### src/hw/rtl/rgb565_downsample_pack_macros.svh
// assertion macros shared by the rgb565 downsample packer
`ifndef RGB565_DOWNSAMPLE_PACK_MACROS_SVH
`define RGB565_DOWNSAMPLE_PACK_MACROS_SVH

// same-cycle implication, quiet while reset is high
`define RDP_ASSERT_SAME(label, clk, rst, ante, cons, msg) \
   label: assert property (@(posedge clk) disable iff (rst) (ante) |-> (cons)) \
      else $error(msg);

// next-cycle implication, quiet while reset is high
`define RDP_ASSERT_NEXT(label, clk, rst, ante, cons, msg) \
   label: assert property (@(posedge clk) disable iff (rst) (ante) |=> (cons)) \
      else $error(msg);

`endif

### src/hw/rtl/rdp_pkg.sv
// shared constants and types of the rgb565 downsample packer
package rdp_pkg;

   localparam int SRC_WIDTH  = 320;
   localparam int SRC_HEIGHT = 240;

   localparam int PIXEL_W   = 16;
   localparam int BYTE_W    = 8;
   localparam int CFG_W     = 8;
   localparam int SRC_COL_W = 9;
   localparam int SRC_ROW_W = 8;
   localparam int DST_COL_W = 8;
   localparam int DST_ROW_W = 7;
   localparam int CNT_W     = 3;

   localparam logic [CFG_W-1:0] TARGET_MONO  = 8'd1;
   localparam logic [CFG_W-1:0] TARGET_GRAY2 = 8'd2;
   localparam logic [CFG_W-1:0] TARGET_RESET = TARGET_MONO;

   localparam int MONO_DW  = 128;
   localparam int MONO_DH  = 64;
   localparam int GRAY2_DW = 240;
   localparam int GRAY2_DH = 128;
   localparam int MONO_PPB  = 8;
   localparam int GRAY2_PPB = 4;

   localparam int MONO_COL_SHIFT  = $clog2(MONO_DW);
   localparam int MONO_ROW_SHIFT  = $clog2(MONO_DH);
   localparam int GRAY2_ROW_SHIFT = $clog2(GRAY2_DH);

   // reciprocal of the gray2 column step: floor(x*SRC_WIDTH/240) = (x*COL_RECIP) >> shift
   localparam int COL_RECIP_SHIFT = 20;
   localparam int COL_RECIP = (SRC_WIDTH * (1 << COL_RECIP_SHIFT) + GRAY2_DW - 1) / GRAY2_DW;
   localparam int COL_RECIP_W = 22;

   localparam logic [7:0] MONO_THRESHOLD = 8'd128;

   typedef struct packed {
      logic [BYTE_W-1:0] packed_byte;
      logic              frame_last;
   } rsp_item_type;

endpackage

### src/hw/rtl/rdp_if.sv
// valid/ready channel interfaces of the rgb565 downsample packer
interface rdp_req_if;
   logic                         valid;
   logic                         ready;
   logic [rdp_pkg::PIXEL_W-1:0]  pixel_rgb565;
   logic                         frame_start;

   modport source (output valid, output pixel_rgb565, output frame_start, input ready);
   modport sink (input valid, input pixel_rgb565, input frame_start, output ready);
endinterface

interface rdp_rsp_if;
   logic                         valid;
   logic                         ready;
   logic [rdp_pkg::BYTE_W-1:0]   packed_byte;
   logic                         frame_last;

   modport source (output valid, output packed_byte, output frame_last, input ready);
   modport sink (input valid, input packed_byte, input frame_last, output ready);
endinterface

interface rdp_csr_if;
   logic                         valid;
   logic                         ready;
   logic [rdp_pkg::CFG_W-1:0]    display_target;

   modport source (output valid, output display_target, input ready);
   modport sink (input valid, input display_target, output ready);
endinterface

### src/hw/rtl/rdp_core.sv
// frame counters, pixel pick, gray conversion and bit packer
module rdp_core (
   input  logic                          clock,
   input  logic                          reset,
   input  logic                          in_valid,
   input  logic [rdp_pkg::PIXEL_W-1:0]   pixel_rgb565,
   input  logic                          frame_start,
   input  logic [rdp_pkg::CFG_W-1:0]     display_target,
   output logic                          out_push,
   output rdp_pkg::rsp_item_type         out_item
);

   logic [rdp_pkg::SRC_COL_W-1:0] src_col_ff, src_col_in, c_src_col;
   logic [rdp_pkg::SRC_ROW_W-1:0] src_row_ff, src_row_in, c_src_row;
   logic [rdp_pkg::DST_COL_W-1:0] dst_col_ff, dst_col_in, c_dst_col;
   logic [rdp_pkg::DST_ROW_W-1:0] dst_row_ff, dst_row_in, c_dst_row;
   logic [rdp_pkg::SRC_COL_W-1:0] col_pick_ff, col_pick_in, c_col_pick;
   logic [rdp_pkg::SRC_ROW_W-1:0] row_pick_ff, row_pick_in, c_row_pick;
   logic [rdp_pkg::BYTE_W-1:0]    shift_ff, shift_in, c_shift;
   logic [rdp_pkg::CNT_W-1:0]     count_ff, count_in, c_count;
   logic                          done_ff, done_in, c_done;

   logic                          mono, gray2, enabled;
   logic [7:0]                    dw, dh;
   logic [3:0]                    ppb;
   logic [9:0]                    gray_sum;
   logic [7:0]                    gray;
   logic [rdp_pkg::BYTE_W-1:0]    shift_new;
   logic [3:0]                    count_inc;
   logic                          row_picked, pick, emit, last;
   logic [rdp_pkg::DST_COL_W-1:0] dst_col_inc;
   logic [7:0]                    row_inc;
   logic [16:0]                   col_prod_mono;
   logic [29:0]                   col_prod_gray;
   logic [15:0]                   row_prod;
   logic [rdp_pkg::SRC_COL_W-1:0] col_pick_calc;
   logic [rdp_pkg::SRC_ROW_W-1:0] row_pick_calc;
   logic                          col_end, row_end;

   always_comb begin
      mono  = 1'b0;
      gray2 = 1'b0;
      case (display_target)
         rdp_pkg::TARGET_MONO:  mono  = 1'b1;
         rdp_pkg::TARGET_GRAY2: gray2 = 1'b1;
         default: ;
      endcase
   end

   assign enabled = mono | gray2;
   assign dw  = mono ? 8'(rdp_pkg::MONO_DW)  : 8'(rdp_pkg::GRAY2_DW);
   assign dh  = mono ? 8'(rdp_pkg::MONO_DH)  : 8'(rdp_pkg::GRAY2_DH);
   assign ppb = mono ? 4'(rdp_pkg::MONO_PPB) : 4'(rdp_pkg::GRAY2_PPB);

   // frame start clears the frame state before this pixel
   assign c_src_col  = frame_start ? '0 : src_col_ff;
   assign c_src_row  = frame_start ? '0 : src_row_ff;
   assign c_dst_col  = frame_start ? '0 : dst_col_ff;
   assign c_dst_row  = frame_start ? '0 : dst_row_ff;
   assign c_col_pick = frame_start ? '0 : col_pick_ff;
   assign c_row_pick = frame_start ? '0 : row_pick_ff;
   assign c_shift    = frame_start ? '0 : shift_ff;
   assign c_count    = frame_start ? '0 : count_ff;
   assign c_done     = frame_start ? 1'b0 : done_ff;

   // gray = (r<<3 + 2*(g<<2) + b<<3) >> 2
   assign gray_sum = {2'b00, pixel_rgb565[15:11], 3'b000}
                   + {1'b0, pixel_rgb565[10:5], 3'b000}
                   + {2'b00, pixel_rgb565[4:0], 3'b000};
   assign gray = gray_sum[9:2];

   assign shift_new = mono ? {c_shift[6:0], (gray > rdp_pkg::MONO_THRESHOLD)}
                           : {c_shift[5:0], gray[7:6]};
   assign count_inc = {1'b0, c_count} + 4'd1;

   assign row_picked = enabled && !c_done && (c_src_row == c_row_pick);
   assign pick = row_picked && (c_dst_col < dw) && (c_src_col == c_col_pick);
   assign emit = pick && (count_inc >= ppb);
   assign last = (c_dst_col == dw - 8'd1) && ({1'b0, c_dst_row} == dh - 8'd1);

   assign dst_col_inc   = c_dst_col + 8'd1;
   assign col_prod_mono = 17'(dst_col_inc) * 17'(rdp_pkg::SRC_WIDTH);
   assign col_prod_gray = 30'(dst_col_inc) * 30'(rdp_pkg::COL_RECIP);
   assign col_pick_calc = mono ? col_prod_mono[rdp_pkg::MONO_COL_SHIFT +: rdp_pkg::SRC_COL_W]
                               : col_prod_gray[rdp_pkg::COL_RECIP_SHIFT +: rdp_pkg::SRC_COL_W];

   assign row_inc       = {1'b0, c_dst_row} + 8'd1;
   assign row_prod      = 16'(row_inc) * 16'(rdp_pkg::SRC_HEIGHT);
   assign row_pick_calc = mono ? row_prod[rdp_pkg::MONO_ROW_SHIFT +: rdp_pkg::SRC_ROW_W]
                               : row_prod[rdp_pkg::GRAY2_ROW_SHIFT +: rdp_pkg::SRC_ROW_W];

   assign col_end = ({1'b0, c_src_col} + 10'd1) >= 10'(rdp_pkg::SRC_WIDTH);
   assign row_end = ({1'b0, c_src_row} + 9'd1) >= 9'(rdp_pkg::SRC_HEIGHT);

   always_comb begin
      src_col_in  = src_col_ff;
      src_row_in  = src_row_ff;
      dst_col_in  = dst_col_ff;
      dst_row_in  = dst_row_ff;
      col_pick_in = col_pick_ff;
      row_pick_in = row_pick_ff;
      shift_in    = shift_ff;
      count_in    = count_ff;
      done_in     = done_ff;
      if (in_valid) begin
         src_col_in  = c_src_col;
         src_row_in  = c_src_row;
         dst_col_in  = c_dst_col;
         dst_row_in  = c_dst_row;
         col_pick_in = c_col_pick;
         row_pick_in = c_row_pick;
         shift_in    = c_shift;
         count_in    = c_count;
         done_in     = c_done;
         if (pick) begin
            if (emit) begin
               shift_in = '0;
               count_in = '0;
            end else begin
               shift_in = shift_new;
               count_in = count_inc[rdp_pkg::CNT_W-1:0];
            end
            dst_col_in = dst_col_inc;
            if (dst_col_inc < dw) begin
               col_pick_in = col_pick_calc;
            end
         end
         if (col_end) begin
            src_col_in = '0;
            if (row_picked) begin
               if (row_inc >= dh) begin
                  done_in = 1'b1;
               end else begin
                  dst_row_in  = row_inc[rdp_pkg::DST_ROW_W-1:0];
                  row_pick_in = row_pick_calc;
               end
            end
            dst_col_in  = '0;
            col_pick_in = '0;
            if (row_end) begin
               src_row_in  = '0;
               dst_row_in  = '0;
               row_pick_in = '0;
               shift_in    = '0;
               count_in    = '0;
               done_in     = 1'b0;
            end else begin
               src_row_in = c_src_row + 8'd1;
            end
         end else begin
            src_col_in = c_src_col + 9'd1;
         end
      end
   end

   always_ff @(posedge clock) begin
      if (reset) begin
         src_col_ff  <= '0;
         src_row_ff  <= '0;
         dst_col_ff  <= '0;
         dst_row_ff  <= '0;
         col_pick_ff <= '0;
         row_pick_ff <= '0;
         shift_ff    <= '0;
         count_ff    <= '0;
         done_ff     <= 1'b0;
      end else begin
         src_col_ff  <= src_col_in;
         src_row_ff  <= src_row_in;
         dst_col_ff  <= dst_col_in;
         dst_row_ff  <= dst_row_in;
         col_pick_ff <= col_pick_in;
         row_pick_ff <= row_pick_in;
         shift_ff    <= shift_in;
         count_ff    <= count_in;
         done_ff     <= done_in;
      end
   end

   assign out_push              = in_valid && emit;
   assign out_item.packed_byte  = shift_new;
   assign out_item.frame_last   = last;

endmodule

### src/hw/rtl/rdp_skid.sv
// three-entry result queue in front of the response channel
module rdp_skid (
   input  logic                   clock,
   input  logic                   reset,
   input  logic                   push,
   input  rdp_pkg::rsp_item_type  push_item,
   input  logic                   pop,
   output logic                   out_valid,
   output rdp_pkg::rsp_item_type  out_item,
   output logic [1:0]             count
);

   rdp_pkg::rsp_item_type entry_ff [3];
   logic [1:0] wr_ptr_ff, wr_ptr_in;
   logic [1:0] rd_ptr_ff, rd_ptr_in;
   logic [1:0] count_ff, count_in;
   logic       do_pop;

   assign do_pop = pop && (count_ff != 2'd0);

   always_comb begin
      wr_ptr_in = wr_ptr_ff;
      rd_ptr_in = rd_ptr_ff;
      count_in  = count_ff;
      if (push) begin
         wr_ptr_in = (wr_ptr_ff == 2'd2) ? 2'd0 : wr_ptr_ff + 2'd1;
      end
      if (do_pop) begin
         rd_ptr_in = (rd_ptr_ff == 2'd2) ? 2'd0 : rd_ptr_ff + 2'd1;
      end
      if (push && !do_pop) begin
         count_in = count_ff + 2'd1;
      end else if (!push && do_pop) begin
         count_in = count_ff - 2'd1;
      end
   end

   always_ff @(posedge clock) begin
      if (reset) begin
         wr_ptr_ff <= '0;
         rd_ptr_ff <= '0;
         count_ff  <= '0;
      end else begin
         wr_ptr_ff <= wr_ptr_in;
         rd_ptr_ff <= rd_ptr_in;
         count_ff  <= count_in;
      end
   end

   always_ff @(posedge clock) begin
      if (push) begin
         entry_ff[wr_ptr_ff] <= push_item;
      end
   end

   assign out_valid = (count_ff != 2'd0);
   assign out_item  = entry_ff[rd_ptr_ff];
   assign count     = count_ff;

endmodule

### src/hw/rtl/rgb565_downsample_pack.sv
// top level of the rgb565 downsample packer
// req_bus carries one rgb565 source pixel per beat in raster order, with
// frame_start on the first pixel of a frame. rsp_bus carries one packed
// display byte per beat, first pixel in the high bits, frame_last on the
// final byte of the destination frame. csr_bus writes display_target:
// 1 gives 128x64 at one bit per pixel, 2 gives 240x128 at two bits, any
// other value emits nothing. csr_bus is always ready; write it only while
// the block is idle.
// A pixel beat is registered at its accept edge, processed in the next
// cycle and its byte, if any, enters a three-entry result queue; the byte
// is offered on rsp_bus from the queue head. Throughput is one pixel per
// cycle while req_bus.ready stays high, set by the single-pass datapath.
// When the receiver stalls, the queue absorbs results and req_bus.ready
// drops once queued bytes plus the pixel in flight reach three.
// Reset clears all counters and the packer, empties the queue and sets
// display_target to 1.
module rgb565_downsample_pack (
   input  logic     clock,
   input  logic     reset,
   rdp_req_if.sink  req_bus,
   rdp_rsp_if.source rsp_bus,
   rdp_csr_if.sink  csr_bus
);

   `include "rgb565_downsample_pack_macros.svh"

   logic [rdp_pkg::CFG_W-1:0]   target_ff, target_in;
   logic                        s1_valid_ff, s1_valid_in;
   logic [rdp_pkg::PIXEL_W-1:0] s1_pixel_ff;
   logic                        s1_start_ff;
   logic                        accept;
   logic                        push;
   rdp_pkg::rsp_item_type       push_item;
   rdp_pkg::rsp_item_type       head_item;
   logic                        head_valid;
   logic [1:0]                  queue_count;

   assign csr_bus.ready = 1'b1;
   assign target_in = (csr_bus.valid) ? csr_bus.display_target : target_ff;

   assign req_bus.ready = ({1'b0, queue_count} + {2'b00, s1_valid_ff}) <= 3'd2;
   assign accept        = req_bus.valid && req_bus.ready;
   assign s1_valid_in   = accept;

   always_ff @(posedge clock) begin
      if (reset) begin
         target_ff   <= rdp_pkg::TARGET_RESET;
         s1_valid_ff <= 1'b0;
      end else begin
         target_ff   <= target_in;
         s1_valid_ff <= s1_valid_in;
      end
   end

   always_ff @(posedge clock) begin
      if (accept) begin
         s1_pixel_ff <= req_bus.pixel_rgb565;
         s1_start_ff <= req_bus.frame_start;
      end
   end

   rdp_core u_core (
      .clock          (clock),
      .reset          (reset),
      .in_valid       (s1_valid_ff),
      .pixel_rgb565   (s1_pixel_ff),
      .frame_start    (s1_start_ff),
      .display_target (target_ff),
      .out_push       (push),
      .out_item       (push_item)
   );

   rdp_skid u_skid (
      .clock     (clock),
      .reset     (reset),
      .push      (push),
      .push_item (push_item),
      .pop       (rsp_bus.ready),
      .out_valid (head_valid),
      .out_item  (head_item),
      .count     (queue_count)
   );

   assign rsp_bus.valid       = head_valid;
   assign rsp_bus.packed_byte = head_item.packed_byte;
   assign rsp_bus.frame_last  = head_item.frame_last;

   `RDP_ASSERT_SAME(a_full_no_flight, clock, reset, (queue_count == 2'd3), !s1_valid_ff, "queue full with a pixel in flight")
   `RDP_ASSERT_SAME(a_disabled_silent, clock, reset, (target_ff != rdp_pkg::TARGET_MONO) && (target_ff != rdp_pkg::TARGET_GRAY2), !push, "byte produced while output disabled")
   `RDP_ASSERT_NEXT(a_push_queued, clock, reset, push, rsp_bus.valid, "pushed byte not offered")

endmodule

### src/flat_wrapper.sv
// flat-port wrapper written by rule: the top's interface ports become plain ports
module rgb565_downsample_pack_flat 
  (clock, reset, req_bus_valid, req_bus_pixel_rgb565, req_bus_frame_start, req_bus_ready, rsp_bus_valid, rsp_bus_packed_byte, rsp_bus_frame_last, rsp_bus_ready, csr_bus_valid, csr_bus_display_target, csr_bus_ready);
  rdp_req_if req_bus_i ();
  rdp_rsp_if rsp_bus_i ();
  rdp_csr_if csr_bus_i ();
  input  logic clock;
  input  logic reset;
  input wire logic [$bits(req_bus_i.valid)-1:0] req_bus_valid;
  input wire logic [$bits(req_bus_i.pixel_rgb565)-1:0] req_bus_pixel_rgb565;
  input wire logic [$bits(req_bus_i.frame_start)-1:0] req_bus_frame_start;
  output wire logic [$bits(req_bus_i.ready)-1:0] req_bus_ready;
  output wire logic [$bits(rsp_bus_i.valid)-1:0] rsp_bus_valid;
  output wire logic [$bits(rsp_bus_i.packed_byte)-1:0] rsp_bus_packed_byte;
  output wire logic [$bits(rsp_bus_i.frame_last)-1:0] rsp_bus_frame_last;
  input wire logic [$bits(rsp_bus_i.ready)-1:0] rsp_bus_ready;
  input wire logic [$bits(csr_bus_i.valid)-1:0] csr_bus_valid;
  input wire logic [$bits(csr_bus_i.display_target)-1:0] csr_bus_display_target;
  output wire logic [$bits(csr_bus_i.ready)-1:0] csr_bus_ready;
  assign req_bus_i.valid = req_bus_valid;
  assign req_bus_i.pixel_rgb565 = req_bus_pixel_rgb565;
  assign req_bus_i.frame_start = req_bus_frame_start;
  assign req_bus_ready = req_bus_i.ready;
  assign rsp_bus_valid = rsp_bus_i.valid;
  assign rsp_bus_packed_byte = rsp_bus_i.packed_byte;
  assign rsp_bus_frame_last = rsp_bus_i.frame_last;
  assign rsp_bus_i.ready = rsp_bus_ready;
  assign csr_bus_i.valid = csr_bus_valid;
  assign csr_bus_i.display_target = csr_bus_display_target;
  assign csr_bus_ready = csr_bus_i.ready;
  rgb565_downsample_pack u_core (.clock(clock), .reset(reset), .req_bus(req_bus_i), .rsp_bus(rsp_bus_i), .csr_bus(csr_bus_i));
endmodule
### config.mk
export PLATFORM = sky130hd
export DESIGN_NAME = rgb565_downsample_pack_flat
export DESIGN_NICKNAME = d
export VERILOG_FILES = /design/src/hw/rtl/rdp_pkg.sv /design/src/hw/rtl/rdp_if.sv /design/src/hw/rtl/rdp_core.sv /design/src/hw/rtl/rdp_skid.sv /design/src/hw/rtl/rgb565_downsample_pack.sv /design/src/flat_wrapper.sv
export VERILOG_INCLUDE_DIRS = /design/src /design/src/hw/rtl
export SDC_FILE = /design/constraint.sdc
export NUM_CORES = 1
export LEC_CHECK = 0
export BUFFER_PORTS_ARGS = -buffer_cell sky130_fd_sc_hd__buf_2
export CORE_ASPECT_RATIO = 1.1
export CORE_MARGIN = 2
export CORE_UTILIZATION = 47
export DETAILED_ROUTE_END_ITERATION = 10
export GPL_TIMING_DRIVEN = 0
export PLACE_DENSITY = 0.61
export SYNTH_ARGS = -nofsm -noshare
export SYNTH_HDL_FRONTEND = slang
export SYNTH_HIERARCHICAL = 1
export SYNTH_SLANG_ARGS = --single-unit
### constraint.sdc
create_clock -name clock -period 11.8 [get_ports clock]
set_clock_uncertainty 0.15 [all_clocks]
set_input_delay 3.54 -clock clock [delete_from_list [all_inputs] [get_ports clock]]
set_output_delay 3.54 -clock clock [all_outputs]
set_load 0.005 [all_outputs]
### Yosys cells after proc, flatten, opt, wreduce, memory -nomap -nowiden

Memory sizes are Yosys's and may differ from the RTL's. A register that Yosys moved wholly into a read port is not among the register bits.
Index checks and enable logic that the tools add are counted.

| cells by class | value |
|---|---|
| $add $sub $neg | 16 |
| $mul | 3 |
| $lt $le $gt $ge | 8 |
| eq/ne operators | 8 |
| muxes and demuxes | 53 |
| bitwise logic cells | 1 |
| reduce and logical (&&, ||, !) cells | 16 |

Operators with widths:

| kind | number |
|---|---|
| $mux W8 | 19 |
| $mux W9 | 7 |
| $mux W7 | 6 |
| $mul A8 B20 Y28 const B | 1 |
| $add A8 B1 Y8 const B | 2 |
| $eq A8 B8 Y1 | 2 |
| $lt A8 B8 Y1 | 2 |
| $sub A8 B1 Y8 const B | 2 |
| $mux W3 | 5 |
| $mux W2 | 6 |
| $logic_and A1 B1 Y1 | 11 |
| $mul A8 B4 Y11 const B | 1 |
| $add A10 B8 Y10 | 1 |
| $add A8 B9 Y10 | 1 |
| $add A9 B1 Y10 const B | 1 |
| $ge A10 B9 Y1 const B | 1 |
| $mul A8 B3 Y10 const B | 1 |
| $add A8 B1 Y9 const B | 1 |
| $add A9 B1 Y9 const B | 1 |
| $eq A9 B9 Y1 | 1 |
| $ge A9 B8 Y1 const B | 1 |
| $mux W1 | 9 |
| $add A7 B1 Y8 const B | 1 |
| $eq A7 B8 Y1 | 1 |
| other kinds (15) | 21 |

| word-level totals | value |
|---|---|
| register bits after elaboration | 93 |
| bits in writable memories | 27 |
| output and inout bits | 12 |
| logic and storage cells | 122 |
| memories | 1 |

Memories:

| name | words | width | read ports | clocked after memory_dff | write ports | RTL line | RTL |
|---|---|---|---|---|---|---|---|
| u_core.u_skid.entry_ff | 3 | 9 | 1 | 1 | 1 | rdp_skid.sv:13 | `rdp_pkg::rsp_item_type entry_ff [3];` |

### Depth between registers and ports, before layout

Gate-level depths: netlist of the first run.

| depth | value |
|---|---|
| depth in word-level cells | 13 |
| depth in mapped cells | 22 |
| gate-level depth less buffers | 21 |

### Modules after synthesis

Netlist of the first run, hierarchy kept.

Modules (own cells, without submodules):

| module | instances | cells each | area an instance (um^2) | seq. area each (um^2) |
|---|---|---|---|---|
| rdp_core | 1 | 840 | 6782.8 | 1201.2 |
| rdp_skid | 1 | 90 | 1305.0 | 970.9 |
| rgb565_downsample_pack | 1 | 56 | 913.4 | 690.7 |

### Worst setup path before layout of the first run

Ideal clock, no wire load.

| path | value |
|---|---|
| kind | flip-flop to flip-flop |
| start | register u_core.s1_start_ff |
| end | register u_core/u_core/col_pick_ff[8] (netlist bit) |
| library setup time | 122 ps |
| data arrival time | 5166 ps |
| data required time | 11528 ps |
| setup slack | 6363 ps |
| stages on the path, launching flop included | 22 |
| period minus slack after synthesis | 5437 ps |
| path through | edfxtp_1 -> buf_6 -> clkbuf_1 -> clkbuf_1 -> clkbuf_1 -> nor2_1 -> ha_1 -> inv_1 -> fa_1 -> fa_1 -> xnor2_1 -> ha_1 -> a21o_1 -> ha_1 -> a21oi_1 -> o211ai_1 -> nor3_1 -> o211ai_1 -> a41o_1 -> a211oi_1 -> nor3_1 -> o311a_1 |

| on the way | value |
|---|---|
| word-level cells in the longest chain between the ends | 8 |
| elaborated cells between the ends (all ways) | 24 |
| those cells by class | add/sub: 2; mul: 2; order compare: 3; eq/ne: 2; mux: 10; reduce/logical: 5 |

RTL lines:

| item | RTL line | RTL |
|---|---|---|
| from (decl) | rgb565_downsample_pack.sv:30 | `logic s1_start_ff;` |
| from (signal assigned) | rgb565_downsample_pack.sv:58 | `s1_start_ff <= req_bus.frame_start;` |
| parallel branches: the longest is 7 deep, another holds $mul A8 B20 Y28 | n/a |  |
| $mux W9 (*) | rdp_core.sv:128 | `if (col_end) begin` |
| to (signal assigned) | rdp_core.sv:172 | `col_pick_ff <= col_pick_in;` |
| to (decl) | rdp_core.sv:17 | `logic [rdp_pkg::SRC_COL_W-1:0] col_pick_ff, col_pick_in, c_col_pick;` |

Mark *: on every way between the ends.
A chain may end at the register's enable or synchronous reset.

### Worst setup path in the final report of the first run

| path | value |
|---|---|
| start | register u_core.s1_start_ff |
| end | register u_core/u_core/col_pick_ff[7] (netlist bit) |

Same word-level chain as after synthesis.

==> impl_metrics.csv, run 1 <==
group,metric,value,unit
pwr,power.density,115.1,nW/um^2
global_routing,grt-ovfl-total,0,
finish,fin_nets,1201,
clocking,worstSkewPairLatency,420,ps
sta,hold_viol,0,
sta,slew_viol_final,0,
sta,tightest_slew,955.1,ps
placement,dpl.hpwl,16.26,mm
global_routing,first_global_vias,7165,
worst_setup_path,regToRegStartpoint,"u_core/s1_start_ff",
worst_setup_path,path_buf_inv,5,
pwr,vdd.ir_drop.worst,0.1049,mV
placement,portBuffers,39,
clocking,clk_pin_slew,60,ps
min_path,hold_start,"u_core/u_core/count_ff[1]",
logic_synthesis,yosys-top-cells-count,"ha_1, nand2_1, inv_1",
logic_synthesis,yosysSeqAreaShare,31.80,%
clocking,cts_tree,"yes",
drt,drt-wirelength-per-cell,16.32,microns
job,drv_cap,0,
global_routing,grt_max_degree,18,
clocking,cts_root_buffer,"clkbuf_16",
finish,areaGrowthSynthToFinish,12.01,%
worst_setup_path,worstSetupStartpoint,"u_core/s1_start_ff",
sta,max_freq,144.5,MHz
placement,gp_congestion,0.8281,
worst_setup_path,path_class,"reg -> reg",
sta,setup_viol,0,
floorplan,die_h,149.1,microns
drt,wirelength,21.29,mm
sta,rsz0062_at_grt,"false",
sta,max_slew_margin,35.65,%
global_routing,grt_pass1_wl,35.55,mm
worst_setup_path,end_kind,"flop",
floorplan,start_util,47.46,%
logic_synthesis,ys_top_cells_by_area,"dfxtp_1, edfxtp_1, ha_1, fa_1, a21oi_1",
floorplan,die_area,20280,sq um
clocking,clock_path_buffers,2,
logic_synthesis,synth.avg_cell_area,9.129,sq um
worst_setup_path,cp.arrival,7100,ps
global_routing,antenna_found_initial,0,
worst_setup_path,cp_cell_sequence,"buf_6 > clkbuf_1 > clkbuf_1 > clkbuf_1 > nor2_1 > ha_1 > inv_1 > fa_1 > fa_1 > xnor2_1 > ha_1 > a21o_1 > ha_1 > nand2_1 > or3_1 > o211ai_1 > a41o_1 > xor2_1 > a21oi_1 > a211oi_1",
logic_synthesis,yosys_register_bits,121,
logic_synthesis,yosysUniqueCellTypes,83,
logic_synthesis,yosysTopAreaCellShare,17.13,%
worst_setup_path,critPathMaxStageDelay,520,ps
logic_synthesis,yosysWarnings,6,
pwr,fin_total_pwr,1.161,mW
drt,vias,7264,
drt,drt_iter0_markers,448,
placement,placed_cells,1272,
drt,ant_nets,0,
floorplan,io_pins,42,
clocking,cts_resized,0,
sta,fin_setup_tns,0,ps
worst_setup_path,crit_path_max_fanout,10,
drt,via_per_inst,5.571,
clocking,cts_htree_levels,4,
sta,period_share,58.63,%
drt,first_pass_iters,6,
floorplan,core,18970,sq um
logic_synthesis,synth-edff-count,44,
sta,period_needed,6919,ps
logic_synthesis,synth_top_flop_cell,"dfxtp_1",
clocking,cts_hold_buf,0,
min_path,hold_path.class,"reg -> reg",
clocking,clock-sinks,121,
logic_synthesis,netlist_instances,986,
finish,fin_cells,1304,
drt,drc,0,
floorplan,die_w,136.0,microns
worst_setup_path,worstPathRequired,11980,ps
logic_synthesis,netlist_area,9001,sq um
worst_setup_path,slowest_stage,"clkbuf_1",
status,status,"complete, no violations",
logic_synthesis,async_flop_share,0,%
logic_synthesis,synth_top_area_cell,"dfxtp_1",
clocking,post_cts_buffers,0,
global_routing,grt.total_usage,22.31,%
clocking,cts_buffers,17,
pwr,leakage,4.315,nW
finish,insertedDiodeCount,0,
floorplan,rows,53,
logic_synthesis,synth_fp_nets,1143,
worst_setup_path,crit_family,"buffers and inverters",
logic_synthesis,synth_most_common_cell,"ha_1",
finish,drive_above_1_share,11.35,%
finish,fillers,1836,
worst_setup_path,start_kind,"flop",
metal layers:
layer	share of wire, %	track usage, %
met5	0	0
met1	45	28.54
met3	4.1	2.854
met2	48	38.56
met4	2.1	8.125
logic make-up after synthesis:
logic type,after synthesis,share of synthesized area [%]
other cells,1,0.04166
simple gates,291,16.49
fa+ha+maj,127,20.16
xor+xnor,53,5.157
flops,121,31.80
compound gates,242,17.54
buf+inv,125,5.866
mux,26,2.947
tightest hold or removal path, delay by kind of cell (launching register included):
kind | cells | cell delay (ps)
AND/OR/NAND/NOR | 1 | 60
AO/OA/AOI/OAI | 1 | 50
flip-flops | 1 | 300
state kept, by name, summed over array words and instances, names as in the netlist, named ones only:
signal                     cells
u_core/s1_start_ff             1
u_core/u_core/dst_row_ff       7
u_core/u_core/row_pick_ff      8
u_core/u_core/done_ff          1
u_core/u_core/count_ff         3
u_core/u_core/src_row_ff       8
u_core/u_core/src_col_ff       9
u_core/target_ff               8
u_core/s1_pixel_ff            16
u_core/u_skid/count            2
u_core/u_skid/wr_ptr_ff        2
u_core/s1_valid_ff             1
u_core/u_core/dst_col_ff       8
u_core/u_skid/rd_ptr_ff        2
u_core/u_core/col_pick_ff      9
u_core/u_core/shift_ff         7
u_core/u_skid/entry_ff        27
area by class of cell:
type	instances	area (sq um)	share of cell area (%)
Buffer	43	220.2	2.184
Clock buffer	19	452.9	4.492
Clock inverter	13	118.9	1.179
Inverter	82	307.8	3.053
Multi-Input combinational cell	740	5615	55.70
Sequential cell	121	2863	28.39
Tap cell	247	309.0	3.065
Timing Repair Buffer	39	195.2	1.936
through the flow:
stage                     hold slack, ps  util [%]  cell area, sq um  worst slack [ps]
after floorplan                    289.4         -              9001              6363
after global placement             297.1     50.12              9505              4991
after detailed placement           301.0     50.15              9510              4975
after CTS                          310.0     53.16             10080              4926
after global routing               341.3     53.16             10080              4369
final                              310.2     53.16             10080              4881
final timing paths:
check                           slack (ps)  depth (start not counted)                      endpoint
worst max-delay path                  4880                         20  u_core/u_core/col_pick_ff[7]
worst min-delay path                   310                          2     u_core/u_core/count_ff[1]
worst max register to register        4880                         20  u_core/u_core/col_pick_ff[7]
worst min register to register         310                          2     u_core/u_core/count_ff[1]
power by group:
group	switching, mW	internal, mW
clock	0.194	0.301
combinational	0.125	0.0745
sequential	0.0135	0.453
cells in the final DEF (no fill, tap or decap), drive strengths merged, types with 11 or more instances in the layout:
cell,n
dfxtp,77
nand3,18
nor2,72
nor2b,20
fa,30
a21oi,69
ha,97
edfxtp,44
o211ai,11
nor3,13
buf,56
inv,85
clkbuf,45
a21o,17
xnor2,32
and3,18
o21ai,67
nand2,85
mux2i,22
xor2,21
(Power assumes the default switching activity.)
==> run 2, diff against run 1 <==
--- a/config.mk
+++ b/config.mk
@@ -6,13 +6,14 @@
 export SDC_FILE = /design/constraint.sdc
 export NUM_CORES = 1
 export LEC_CHECK = 0
+export ABC_AREA = 1
 export BUFFER_PORTS_ARGS = -buffer_cell sky130_fd_sc_hd__buf_2
 export CORE_ASPECT_RATIO = 1.1
 export CORE_MARGIN = 2
 export CORE_UTILIZATION = 47
 export DETAILED_ROUTE_END_ITERATION = 10
 export GPL_TIMING_DRIVEN = 0
-export PLACE_DENSITY = 0.61
+export PLACE_DENSITY = 0.6
 export SYNTH_ARGS = -nofsm -noshare
 export SYNTH_HDL_FRONTEND = slang
 export SYNTH_HIERARCHICAL = 1
==> constraint.sdc (replaced) <==
create_clock -name clock -period 6.9 [get_ports clock]
set_clock_uncertainty 0.15 [all_clocks]
set_input_delay 2.07 -clock clock [delete_from_list [all_inputs] [get_ports clock]]
set_output_delay 2.07 -clock clock [all_outputs]
set_load 0.005 [all_outputs]
==> run 2 against run 1 <==
  * Via count increased by 28%
  * Worst setup slack got worse by 4000 ps
  * Worst hold slack improved by 4.8 ps
  * Clock-buffer cell count decreased by 1
  * Final area increased by 12%
  * Area after synthesis increased by 12%
  * Maximum frequency increased by 15%
  * Total power increased by 74%
  * Synthesized cell count increased by 47%
  * Sequential power increased by 67%
  * Largest cell class unchanged
==> impl_metrics.csv, run 2 <==
group,metric,value,unit
drt,ant_nets,0,
worst_setup_path,slowest_stage,"buf_1",
logic_synthesis,synth_top_family_by_area,"simple AND/OR/NAND/NOR gates",
drt,drc,0,
floorplan,rows,56,
drt,wirelength,26.57,mm
global_routing,first_global_vias,8566,
pwr,swShare,30.26,%
drt,drt-wirelength-per-cell,14.70,microns
pwr,p_sw,0.6127,mW
worst_setup_path,regToRegStartpoint,"u_core/s1_start_ff",
pwr,p_int,1.412,mW
worst_setup_path,end_kind,"flop",
sta,max_freq,165.6,MHz
drt,via_per_inst,5.163,
floorplan,io_pins,42,
placement,portBuffers,40,
pwr,power.share.combinational,16.7,%
sta,max_slew_margin,36.89,%
floorplan,die_w,143.9,microns
finish,fin_cells,1807,
logic_synthesis,yosys.area_share.xor_xnor,1.818,%
worst_setup_path,crit_path_max_fanout,10,
worst_setup_path,critPathMaxStageDelay,600,ps
finish,insertedDiodeCount,0,
drt,vias,9329,
worst_setup_path,worstSetupStartpoint,"u_core/s1_start_ff",
sta,hold_viol,0,
logic_synthesis,yosys-top-cells-count,"nand2_1, inv_1, nor2_1",
clocking,clock-sinks,121,
sta,rsz0062_at_grt,"false",
logic_synthesis,synth.area.mux_share,0,%
finish,final_common_cell,"nand2_1",
global_routing,grt.total_usage,24.14,%
global_routing,antenna_found_initial,0,
clocking,cts_hold_buf,0,
status,status,"complete, no violations",
worst_setup_path,cp.arrival,6230,ps
clocking,cts_root_buffer,"clkbuf_16",
clocking,cts_resized,0,
placement,placed_cells,1775,
global_routing,grt_pass1_wl,43.10,mm
clocking,cts_htree_levels,4,
clocking,cts_tree,"yes",
finish,top_register,"u_core/u_skid/entry_ff",
worst_setup_path,path_common_cell,"nand2_1",
floorplan,die_h,157.9,microns
finish,largest_reg_flops,27,
sta,slew_viol_final,0,
placement,pre_cts_slack,929.9,ps
logic_synthesis,synth-edff-count,44,
placement,dpl.hpwl,20.59,mm
global_routing,grt_max_degree,18,
finish,areaGrowthSynthToFinish,11.55,%
global_routing,grt-ovfl-total,0,
logic_synthesis,netlist_instances,1445,
job,drv_cap,0,
finish,largestRegisters,"u_core/u_skid/entry_ff (27), u_core/s1_pixel_ff (16)",
worst_setup_path,r2r_setup_slack,860,ps
logic_synthesis,yosys_register_bits,121,
worst_setup_path,worstPathRequired,7090,ps
drt,first_pass_iters,5,
sta,fin_setup_tns,0,ps
logic_synthesis,yosysSeqAreaShare,28.29,%
sta,tightest_slew,946.7,ps
pwr,leakage,5.346,nW
logic_synthesis,yosysTopAreaCellShare,15.23,%
logic_synthesis,async_flop_share,0,%
logic_synthesis,synth_top_area_cell,"dfxtp_1",
pwr,seqPwrFrac,38.5,%
sta,setup_viol,0,
placement,gp_congestion,0.9090,
clocking,worstSkewPairLatency,420,ps
sta,final.setup.worst_slack,860.1,ps
min_path,hold_start,"u_core/u_skid/wr_ptr_ff[1]",
finish,fillers,2172,
logic_synthesis,yosysUniqueCellTypes,50,
logic_synthesis,synth_top_flop_cell,"dfxtp_1",
worst_setup_path,path_class,"reg -> reg",
floorplan,start_util,47.66,%
finish,final_cell_mix,"nand2_1, inv_1, nor2_1, a21oi_1, nand3_1",
logic_synthesis,synth_compound_area_share,11.28,%
logic_synthesis,synth_most_common_cell,"nand2_1",
clocking,cts_buffers,17,
pwr,pwr-share-clk,44.8,%
sta,period_needed,6040,ps
pwr,power.density,179.4,nW/um^2
worst_setup_path,start_kind,"flop",
pwr,vdd.ir_drop.worst,0.1279,mV
logic_synthesis,synth_simple_gate_area_share,30.31,%
clocking,clk_pin_slew,60,ps
logic_synthesis,synth_fp_nets,1602,
logic_synthesis,yosysWarnings,6,
clocking,clock_path_buffers,2,
floorplan,die_area,22720,sq um
sta,period_share,87.53,%
finish,drive_above_1_share,9.426,%
clocking,post_cts_buffers,0,
logic_synthesis,synthAdderAreaFrac,17.93,%
finish,fin_nets,1661,
drt,drt_iter0_markers,685,
floorplan,core,21230,sq um
logic_synthesis,synth.avg_cell_area,7.002,sq um
logic_synthesis,netlist_area,10120,sq um
min_path,hold_path.class,"reg -> reg",
logic_synthesis,ys_top_cells_by_area,"dfxtp_1, nand2_1, edfxtp_1, ha_1, inv_1",
## run 2: logic make-up (layout without fill, tap and decap cells)
family | Yosys count | after routing
simple gates | 712 | 712
buf+inv | 255 | 327
compound gates | 208 | 208
fa+ha+maj | 127 | 127
flops | 121 | 121
xor+xnor | 21 | 21
other cells | 1 | 1
## run 2: metrics by stage
| stage | hold WS [ps] | cell area (sq um) | util (%) | total power, mW |
|---|---|---|---|---|
| after floorplan | 289.3 | 10120 | - | 1.026 |
| after global placement | 303.0 | 10680 | 50.31 | 1.128 |
| after detailed placement | 307.3 | 10680 | 50.31 | 1.132 |
| after CTS | 317.5 | 11280 | 53.14 | 2.038 |
| after global routing | 337.9 | 11290 | 53.16 | 2.116 |
| final | 315.0 | 11290 | 53.16 | 2.025 |
## run 2: layout make-up
type	instances	area (sq um)	share of cell area (%)
inverter	216	814.5	7.216
clock inverter	14	150.1	1.330
sequential	121	2863	25.36
multi-input combinational	1069	6215	55.06
timing repair buffer	40	200.2	1.774
clock buffer	18	450.4	3.991
buffer	39	231.5	2.051
tap	290	362.8	3.215
## run 2: power by group through the flow
stage	Combinational (mW)	Clock (mW)	Sequential [mW]
3_3_place_gp	0.333	0	0.794
4_1_cts	0.339	0.919	0.780
6_report	0.338	0.907	0.780
2_1_floorplan	0.234	0	0.791
3_5_place_dp	0.337	0	0.795
5_1_grt	0.380	0.954	0.783
## run 2: layer usage
metal	up-vias	track usage, %	routed length (microns)
met1	4331	32.61	12460
met4	0	6.629	305
met2	190	40.88	12770
li1	4791	-	-
met5	-	0	0
met3	17	2.783	1025
## run 2: path summary, 6_finish.rpt
kind                             endpoint  depth (start not counted)
max          u_core/u_core/col_pick_ff[0]                         31
min            u_core/u_skid/wr_ptr_ff[1]                          2
max reg2reg  u_core/u_core/col_pick_ff[0]                         31
min reg2reg    u_core/u_skid/wr_ptr_ff[1]                          2
## run 2: critical path: cells and delay by family, from the launching register on
kind	cells	cell delay (ps)
adders and majority gates	5	1960
buffers and inverters	10	1560
AOI/OAI and AO/OA	4	710
DFF	1	340
xor gates and xnor gates	1	170
and+or+nand+nor	11	1050
==> run 3, diff against run 2 <==
--- a/config.mk
+++ b/config.mk
@@ -10,10 +10,10 @@
 export BUFFER_PORTS_ARGS = -buffer_cell sky130_fd_sc_hd__buf_2
 export CORE_ASPECT_RATIO = 1.1
 export CORE_MARGIN = 2
-export CORE_UTILIZATION = 47
+export CORE_UTILIZATION = 59
 export DETAILED_ROUTE_END_ITERATION = 10
 export GPL_TIMING_DRIVEN = 0
-export PLACE_DENSITY = 0.6
+export PLACE_DENSITY = 0.74
 export SYNTH_ARGS = -nofsm -noshare
 export SYNTH_HDL_FRONTEND = slang
 export SYNTH_HIERARCHICAL = 1
==> run 3 against run 2 <==
  * Critical path type unchanged
  * Register-to-register slack better by 90 ps
  * Core utilization is 13 points higher
  * Global-route usage is 4.3 points higher
  * Die area is 20% lower
  * Worst hold slack worse by 2.1 ps
  * Highest routed layer unchanged
  * Maximum frequency is 1.5% higher
  * Via count is 0.48% higher
  * Clock power is 6.3% lower
  * Critical path depth stayed put
  * Largest power group unchanged
==> impl_metrics.csv, run 3 (same netlist as run 2, synthesis figures left out) <==
group,metric,value,unit
placement,dpl.hpwl,19.45,mm
clocking,post_cts_buffers,0,
sta,max_freq,168.0,MHz
worst_setup_path,crit_family,"adder cells",
worst_setup_path,path_class,"reg -> reg",
worst_setup_path,worstSetupStartpoint,"u_core/s1_start_ff",
placement,portBuffers,40,
drt,wirelength,24.89,mm
worst_setup_path,start_kind,"flop",
floorplan,start_util,59.90,%
worst_setup_path,worstPathRequired,7090,ps
sta,period_share,86.25,%
pwr,power.density,176.0,nW/um^2
worst_setup_path,end_kind,"flop",
global_routing,grt-ovfl-total,0,
clocking,cts_root_buffer,"clkbuf_16",
sta,slew_viol_final,0,
drt,drt-wirelength-per-cell,14.43,microns
sta,rsz0062_at_grt,"false",
worst_setup_path,critPathMaxStageDelay,560,ps
worst_setup_path,path_buf_inv,10,
worst_setup_path,crit_path_max_fanout,10,
finish,fin_nets,1661,
finish,final_cell_mix,"nand2_1, inv_1, nor2_1, a21oi_1, nand3_1",
sta,period_needed,5951,ps
placement,place_area,10580,sq um
floorplan,die_h,141.4,microns
finish,largestRegisters,"u_core/u_skid/entry_ff (27), u_core/s1_pixel_ff (16)",
drt,dr.max_layer_used,"met4",
finish,areaGrowthSynthToFinish,10.20,%
pwr,vdd.ir_drop.worst,0.1972,mV
clocking,cts_buffers,17,
sta,max_slew_margin,11.84,%
drt,vias,9374,
placement,gp_congestion,0.9450,
sta,hold_viol,0,
finish,drive_above_1_share,9.229,%
pwr,fin_total_pwr,1.963,mW
drt,drc,0,
job,drv_cap,0,
drt,drt_iter0_markers,847,
worst_setup_path,path_common_cell,"nand2_1",
clocking,cts_tree,"yes",
clocking,worstSkewPairLatency,410,ps
finish,fin_area,11150,sq um
min_path,hold_path.class,"reg -> reg",
finish,top_register,"u_core/u_skid/entry_ff",
sta,tightest_slew,1312,ps
floorplan,io_pins,42,
global_routing,antenna_found_initial,0,
min_path,hold_start,"u_core/u_skid/wr_ptr_ff[1]",
finish,insertedDiodeCount,0,
drt,wl_met2,12.13,mm
floorplan,rows,50,
clocking,clk_pin_slew,50,ps
drt,via_per_inst,5.434,
worst_setup_path,regToRegStartpoint,"u_core/s1_start_ff",
sta,fin_setup_tns,0,ps
global_routing,grt_pass1_wl,41.34,mm
worst_setup_path,slowest_stage,"buf_1",
floorplan,die_w,128.9,microns
finish,largest_reg_flops,27,
worst_setup_path,cp.arrival,6140,ps
global_routing,first_global_vias,8764,
global_routing,grt.total_usage,28.45,%
global_routing,grt_max_degree,18,
status,status,"complete, no violations",
clocking,cts_resized,0,
finish,final_common_cell,"nand2_1",
drt,routed-wl-met3,1.577,mm
sta,setup_viol,0,
clocking,cts_hold_buf,0,
drt,m1WireLength,10.81,mm
clocking,clock_path_buffers,2,
floorplan,core,16890,sq um
drt,ant_nets,0,
floorplan,die_area,18220,sq um
pwr,leakage,5.327,nW
sta,hold_ws,312.9,ps
drt,first_pass_iters,8,
finish,fillers,1524,
clocking,clock-sinks,121,
clocking,cts_htree_levels,4,
run 3: layout make-up:
class	count	area (sq um)	area share [%]
Multi-Input combinational cell	1069	6210	55.69
Sequential cell	121	2863	25.67
Inverter	216	814.5	7.305
Clock buffer	19	454.2	4.073
Tap cell	208	260.3	2.334
Buffer	39	231.5	2.076
Timing Repair Buffer	40	200.2	1.795
Clock inverter	13	117.6	1.055
run 3: metal layers:
metal / vias up / track usage, %
met4: 0 / 8.753
met1: 4269 / 36.88
met3: 26 / 4.827
met2: 286 / 48.51
li1: 4793 / -
met5: - / 0
run 3: worst reg2reg max path: cells and delay by family (launching register included):
family,cells,cell delay [ps]
buf+inv,10,1520
xor+xnor,1,170
fa+ha+maj,5,1960
simple gates,11,1050
compound gates,4,700
flops,1,340
run 3: report_power, final:
group / total, mW / switching (mW) / internal [mW]
logic: 0.333 / 0.220 / 0.113
clock network: 0.850 / 0.332 / 0.518
registers: 0.780 / 0.0139 / 0.766
total: 1.96 / 0.566 / 1.40
run 3: final timing paths:
path | to | cells after the start | slack (ps)
hold reg to reg | u_core/u_skid/wr_ptr_ff[1] | 2 | 310
hold / removal | u_core/u_skid/wr_ptr_ff[1] | 2 | 310
setup / recovery | u_core/u_core/col_pick_ff[0] | 31 | 950
setup reg to reg | u_core/u_core/col_pick_ff[0] | 31 | 950
run 3: through the flow:
| step | cells | setup WS (ps) | util, % |
|---|---|---|---|
| after floorplan | 1445 | 2129 | - |
| after global placement | 1693 | 974.6 | 62.63 |
| after detailed placement | 1693 | 1004 | 62.63 |
| after CTS | 1725 | 977.9 | 66.01 |
| after global routing | 1725 | 582.4 | 66.01 |
| final | 1725 | 948.8 | 66.01 |
